$ cat config.mk
export PLATFORM = sky130hd
export DESIGN_NAME = top_k_sorted_insert_list_top
export DESIGN_NICKNAME = d
export VERILOG_FILES = /design/src/design/tksl_pkg.sv /design/src/design/top_k_sorted_insert_list_top.sv /design/src/design/tksl_cell.sv
export SDC_FILE = /design/constraint.sdc
export NUM_CORES = 2
export LEC_CHECK = 0
export ABC_CLOCK_PERIOD_IN_PS = 11600
export BUFFER_PORTS_ARGS = -buffer_cell sky130_fd_sc_hd__buf_2
export CORE_ASPECT_RATIO = 0.7
export CORE_MARGIN = 5
export CORE_UTILIZATION = 40
export DETAILED_ROUTE_END_ITERATION = 10
export PLACE_DENSITY_LB_ADDON = 0.3
export SYNTH_ARGS = -nofsm -noshare
export SYNTH_HDL_FRONTEND = slang
export SYNTH_HIERARCHICAL = 1
export SYNTH_SLANG_ARGS = --single-unit
export TNS_END_PERCENT = 1
$ cat constraint.sdc
create_clock -name clk -period 11.6 [get_ports clk]
set_clock_uncertainty 0.15 [all_clocks]
set_input_delay 1.16 -clock clk [delete_from_list [all_inputs] [get_ports clk]]
set_output_delay 1.16 -clock clk [all_outputs]
set_load 0.1 [all_outputs]
$ cat src/design/tksl_pkg.sv
`default_nettype none
// ---------------------------------------------------------------------------
// tksl_pkg
// Shared types and constants for the top-K sorted insertion list.
// ---------------------------------------------------------------------------
package tksl_pkg;

  localparam int LIST_DEPTH = 16;
  localparam int SCORE_W    = 32;
  localparam int TAG_W      = 32;
  localparam int INDEX_W    = 4;
  localparam int POS_W      = 4;
  localparam int FILL_W     = 5;
  localparam int CNT_W      = $clog2(LIST_DEPTH + 1);
  localparam int SLOT_W     = (LIST_DEPTH > 1) ? $clog2(LIST_DEPTH) : 1;

  typedef enum logic {
    OP_INSERT = 1'b0,
    OP_READ   = 1'b1
  } op_t;

  // What one cell shows its successor: stored entry and insertion flag.
  typedef struct packed {
    logic                      flag;
    logic                      valid;
    logic signed [SCORE_W-1:0] score;
    logic [TAG_W-1:0]          tag;
  } link_t;

endpackage
`default_nettype wire

$ cat src/design/top_k_sorted_insert_list_top.sv
`default_nettype none
// ---------------------------------------------------------------------------
// top_k_sorted_insert_list_top
// Top-K list of score and tag, kept in descending score order by a row of
// comparing cells.
// ---------------------------------------------------------------------------
// A request is taken on any cycle with start high (busy is always low), so
// one request per clock is sustained. Each request gives exactly one result,
// shown with done high for a single cycle, in the cycle after the request is
// taken; the receiver cannot hold it off, so sample it on that cycle. The
// result comes from the single register stage behind the cell row: every
// cell compares its stored score against the new one in parallel and the
// whole list shifts in the same edge. An insert lands ahead of equal scores;
// a full list rejects a score below its last entry and otherwise drops its
// last entry. A read beyond the fill count returns read_valid low and zero
// data. fill_count reports the number of entries after the request.
// ---------------------------------------------------------------------------
module top_k_sorted_insert_list_top
  import tksl_pkg::*;
(
  input  wire logic                      clk,
  input  wire logic                      rst,
  input  wire logic                      start,
  output logic                           busy,
  input  wire logic                      operation,
  input  wire logic signed [SCORE_W-1:0] new_score,
  input  wire logic [TAG_W-1:0]          new_tag,
  input  wire logic [INDEX_W-1:0]        read_index,
  output logic                           done,
  output logic                           accepted,
  output logic [POS_W-1:0]               insert_position,
  output logic                           read_valid,
  output logic signed [SCORE_W-1:0]      read_score,
  output logic [TAG_W-1:0]               read_tag,
  output logic [FILL_W-1:0]              fill_count
);

  // link[i] feeds cell i; link[i+1] is what cell i shows
  link_t link [LIST_DEPTH+1];

  logic              take;
  logic              is_insert;
  logic              room;
  logic              insert_en;
  logic              full;
  logic [CNT_W-1:0]  count;
  logic [CNT_W-1:0]  count_next;
  logic [SLOT_W-1:0] head_slot;

  logic                      rd_valid_sel;
  logic signed [SCORE_W-1:0] rd_score_sel;
  logic [TAG_W-1:0]          rd_tag_sel;

  // Every request completes without stalling; never hold off the sender.
  assign busy = 1'b0;

  assign take      = start && !busy;
  assign is_insert = (op_t'(operation) == OP_INSERT);

  // Last slot flags: empty, or its score not above the new one.
  assign room      = link[LIST_DEPTH].flag;
  assign insert_en = take && is_insert && room;
  assign full      = link[LIST_DEPTH].valid;

  // Head of the row: never flags, always counts as filled.
  assign link[0].flag  = 1'b0;
  assign link[0].valid = 1'b1;
  assign link[0].score = '0;
  assign link[0].tag   = '0;

  for (genvar g = 0; g < LIST_DEPTH; g++) begin : g_cell
    tksl_cell u_cell (
      .clk       (clk),
      .rst       (rst),
      .insert_en (insert_en),
      .new_score (new_score),
      .new_tag   (new_tag),
      .prev      (link[g]),
      .cur       (link[g+1])
    );
  end

  // Encode the one cell where the flag first rises.
  always_comb begin
    head_slot = '0;
    for (int i = 0; i < LIST_DEPTH; i++) begin
      if (link[i+1].flag && !link[i].flag) begin
        head_slot = head_slot | SLOT_W'(i);
      end
    end
  end

  // Select the addressed entry; slots past the fill read as invalid.
  always_comb begin
    rd_valid_sel = 1'b0;
    rd_score_sel = '0;
    rd_tag_sel   = '0;
    for (int i = 0; i < LIST_DEPTH; i++) begin
      if ((int'(read_index) == i) && link[i+1].valid) begin
        rd_valid_sel = 1'b1;
        rd_score_sel = link[i+1].score;
        rd_tag_sel   = link[i+1].tag;
      end
    end
  end

  // Grow the fill count until the list is full.
  always_comb begin
    count_next = count;
    if (insert_en && !full) begin
      count_next = count + CNT_W'(1);
    end
  end

  always_ff @(posedge clk) begin
    if (rst) begin
      count <= '0;
      done  <= 1'b0;
    end else begin
      count <= count_next;
      done  <= take;
    end
  end

  // Result register: zero the fields that do not belong to the request.
  always_ff @(posedge clk) begin
    if (take) begin
      accepted        <= insert_en;
      insert_position <= insert_en ? POS_W'(head_slot) : '0;
      read_valid      <= !is_insert && rd_valid_sel;
      read_score      <= is_insert ? '0 : rd_score_sel;
      read_tag        <= is_insert ? '0 : rd_tag_sel;
      fill_count      <= FILL_W'(count_next);
    end
  end

endmodule
`default_nettype wire

$ cat src/design/tksl_cell.sv
`default_nettype none
// ---------------------------------------------------------------------------
// tksl_cell
// One list slot: holds an entry, flags whether a new score goes at or
// before it, and loads either the new entry or its neighbour's entry.
// ---------------------------------------------------------------------------
module tksl_cell
  import tksl_pkg::*;
(
  input  wire logic                      clk,
  input  wire logic                      rst,
  input  wire logic                      insert_en,
  input  wire logic signed [SCORE_W-1:0] new_score,
  input  wire logic [TAG_W-1:0]          new_tag,
  input  wire link_t                     prev,
  output link_t                          cur
);

  logic                      valid;
  logic signed [SCORE_W-1:0] score;
  logic [TAG_W-1:0]          tag;
  logic                      flag;

  // Empty slot or stored score not above the new one.
  assign flag = !valid || (score <= new_score);

  assign cur.flag  = flag;
  assign cur.valid = valid;
  assign cur.score = score;
  assign cur.tag   = tag;

  always_ff @(posedge clk) begin
    if (rst) begin
      valid <= 1'b0;
    end else if (insert_en) begin
      if (prev.flag) begin
        valid <= prev.valid;
      end else if (flag) begin
        valid <= 1'b1;
      end
    end
  end

  // Shift down from the neighbour, or take the new entry at the head.
  always_ff @(posedge clk) begin
    if (insert_en) begin
      if (prev.flag) begin
        score <= prev.score;
        tag   <= prev.tag;
      end else if (flag) begin
        score <= new_score;
        tag   <= new_tag;
      end
    end
  end

endmodule
`default_nettype wire

==> run metrics <==
vias 55000; Clock Sinks 1121; largest net degree at the start of global routing 100; Core Util, Final 44.7%; CP peak stage delay 970 ps; critical path's top delay family buffers and inverters; startpoint types primary input; hpwl dp 188000 µm; Starting Density 40.2%; remaining antenna violation count 0; Post-Syn Area 66700 µm²; initial antenna violation count 37; die area 175000 µm²; Primary FF master, synth edfxtp_1; Resized Gates After CTS 0; total track usage 29.5%; final worst path period need 6700 ps; largest family of logic cells by synthesized area compound AO/OA/AOI/OAI gates; maximum VDD drop 0.129 mV; post-synthesis mux area share 8.98%; via-per-instance ratio 6.48; worst skew pair latency 790 ps; period utilization 57.7%; drt initial violations 8935; Sum Neg Setup Slack 0 ps; Overflow after GRT 0; DR pass1 iterations 6; IO Pins 149; Cell variety after synth 68; ys async rst share 0%; number of global-route vias before repair 50400; Synth Area in Simple Gates 8.90%; adder-cell share of the synthesized area 9.63%; crit path kind primary input to flop; Post-Syn Area per Cell 10.9 µm²; Worst Path Buf+Inv 6; worst path cell trace buf_2 > inv_1 > ha_1 > nand4_1 > a2111oi_0 > o31a_1 > or3_1 > a21o_1 > nand3_1 > clkinv_1 > buf_4 > o41ai_1 > a211oi_4 > buf_4 > buf_4; EDFF count, synth 1099; crit path DAT 6920 ps; Worst EP required 11820 ps; Synth Register Bits 1121; fmax 149 MHz; Nets 6746; Root Driver clkbuf_16; Slew headroom 10.8%; PortBufs 147; Total Wirelength 269000 µm; CORE AREA 166000 µm²; Setup-failing EPs final 0; unrepaired setup endpoints after global routing no; CTS tree done; Compound-Gate Fraction of Synth Area 16.6%; Post-CTS Setup Inserts 0; layout cell share with drive strength beyond 1 16.6%; CP endpoint kind flop; hold_buf cts 0; first-pass GRT wire length 376000 µm; Hold Fails Final Rpt 0; area of the multi-input gates 30200 µm²; Layout fillers 15400; slowest CP cell a2111oi_0; synth warn 6; Post-Synth XOR/XNOR Area 0.0526%; htree depth 3; die span in y 352 µm; DR DRC count 0; status finished clean; Die Wd 498 µm; CTS clk-pin slew, worst paths 60 ps; CTS buffer count 119; Cell Rows 125; worst hold path type flop to flop; Pwr Density 142 nW/µm²; Critical Path Most Common Cell buf_4; crit path max fanout 42; max-cap violations 0; Clock Tree Buf Depth 3; Slew Viols, Final 0; slew at the pin closest to its max-slew limit 1320 ps; share of the yosys chip area belonging to registers 50.2%; DR WL/cell 31.6 µm; Register Area 33400 µm²; area delta synth->final 11.0%; gp weighted congestion 1.06; LEAKAGE 28.9 nW; Syn Inst Count 6101
[worst reg2reg max path, delay by kind of cell, from the launching register on]
family	cells	cell delay [ps]
buffers and inverters	4	2080
AOI/OAI and AO/OA	5	1990
and+or+nand+nor	3	610
DFF	1	390
adders and majority gates	1	360
[layer usage]
layer / share of wire [%] / GRT usage (%)
met4: 3.5 / 9.38
met2: 38 / 39.2
met1: 43 / 44.7
met3: 16 / 9.71
met5: 0.045 / 0
[synth_stat cells (16+ instances only)]
master | instances | area share [%]
a22oi_1 | 166 | 1.9
nor2_1 | 92 | 0.52
nand2b_1 | 16 | 0.15
nand4_1 | 151 | 1.4
a221o_1 | 77 | 1.2
a211oi_1 | 78 | 0.88
dfxtp_1 | 22 | 0.66
o22ai_1 | 131 | 1.2
nand3_1 | 117 | 0.88
a21o_1 | 32 | 0.36
or3_1 | 16 | 0.15
and4_1 | 18 | 0.24
nor4_1 | 34 | 0.32
buf_1 | 24 | 0.14
a21oi_2 | 16 | 0.21
a22o_1 | 50 | 0.66
nor2b_1 | 24 | 0.23
o21ai_0 | 592 | 4.4
ha_1 | 513 | 9.6
buf_2 | 44 | 0.33
o221ai_1 | 111 | 1.5
inv_1 | 549 | 3.1
o31a_1 | 16 | 0.21
edfxtp_1 | 1099 | 50
clkbuf_1 | 248 | 1.4
a31oi_1 | 16 | 0.15
o211ai_1 | 17 | 0.19
mux2_2 | 530 | 9.0
o41ai_1 | 16 | 0.21
buf_4 | 42 | 0.47
a221oi_1 | 16 | 0.21
nor3_1 | 82 | 0.62
a2111oi_0 | 23 | 0.30
nand2_1 | 679 | 3.8
a21oi_1 | 280 | 2.1
o21ai_1 | 65 | 0.49
[metrics by stage]
stage          hold WS [ps]  setup slack (ps)  cells  total power, mW  cell area [µm²]
4_1_cts                 417              5110   8480             10.5            74000
5_1_grt                 440              4960   8485             10.8            74000
6_report                417              4900   8497             10.5            74000
2_1_floorplan           353              2300   6166             5.92            66900
3_5_place_dp            405              4320   8262             6.51            70000
3_3_place_gp            393              4320   8258             6.47            69900
[cells in the final DEF, fill, tap and decap left out, types with 111 or more instances in the layout]
cell type	instances
a21oi_1	280
a22oi_1	166
buf_2	148
clkbuf_16	122
edfxtp_1	1099
ha_1	513
inv_1	548
mux2_2	530
nand2_1	675
nand3_1	115
nand4_1	151
o21ai_0	592
o221ai_1	111
o22ai_1	131
[cell type report]
cell class	instances	share of cell area, %
Sequential cell	1121	45.2
Multi-Input combinational cell	4125	40.8
Clock buffer	151	4.35
Tap cell	2222	3.76
Inverter	549	2.78
Timing Repair Buffer	245	1.99
Clock inverter	67	1.07
Antenna cell	17	0.0575
[power breakdown]
part           switching (mW)  internal (mW)
Sequential              0.195           4.76
Combinational            1.07          0.472
Clock                    1.73           2.31
Total                    3.00           7.55
[cell families (layout without fill, tap and decap cells)]
group / count (synthesis) / in the layout
compound gates: 1735 / 1735
simple gates: 1274 / 1274
flops: 1121 / 1121
buf+inv: 920 / 1012
mux: 532 / 532
fa+ha+maj: 513 / 513
xor+xnor: 4 / 4
other cells: 2 / 84
[sequential cells by signal, summed over array words and instances (netlist names)]
| register | count |
|---|---|
| g_cell.u_cell/tag | 512 |
| read_score | 32 |
| accepted | 1 |
| fill_count | 5 |
| done | 1 |
| insert_position | 4 |
| count | 5 |
| g_cell.u_cell/score | 512 |
| g_cell.u_cell/valid | 16 |
| read_tag | 32 |
| read_valid | 1 |
[path summary, 6_finish.rpt]
kind,from,cells after the start,slack [ps],end
min,g_cell[8].u_cell/score[10],2,420,g_cell[9].u_cell/score[10]
max reg2reg,g_cell[15].u_cell/score[14],13,5540,g_cell[11].u_cell/score[17]
min reg2reg,g_cell[8].u_cell/score[10],2,420,g_cell[9].u_cell/score[10]
max,new_score[14],15,4900,g_cell[11].u_cell/score[17]
No activity file was read; power rests on OpenSTA's default activity.
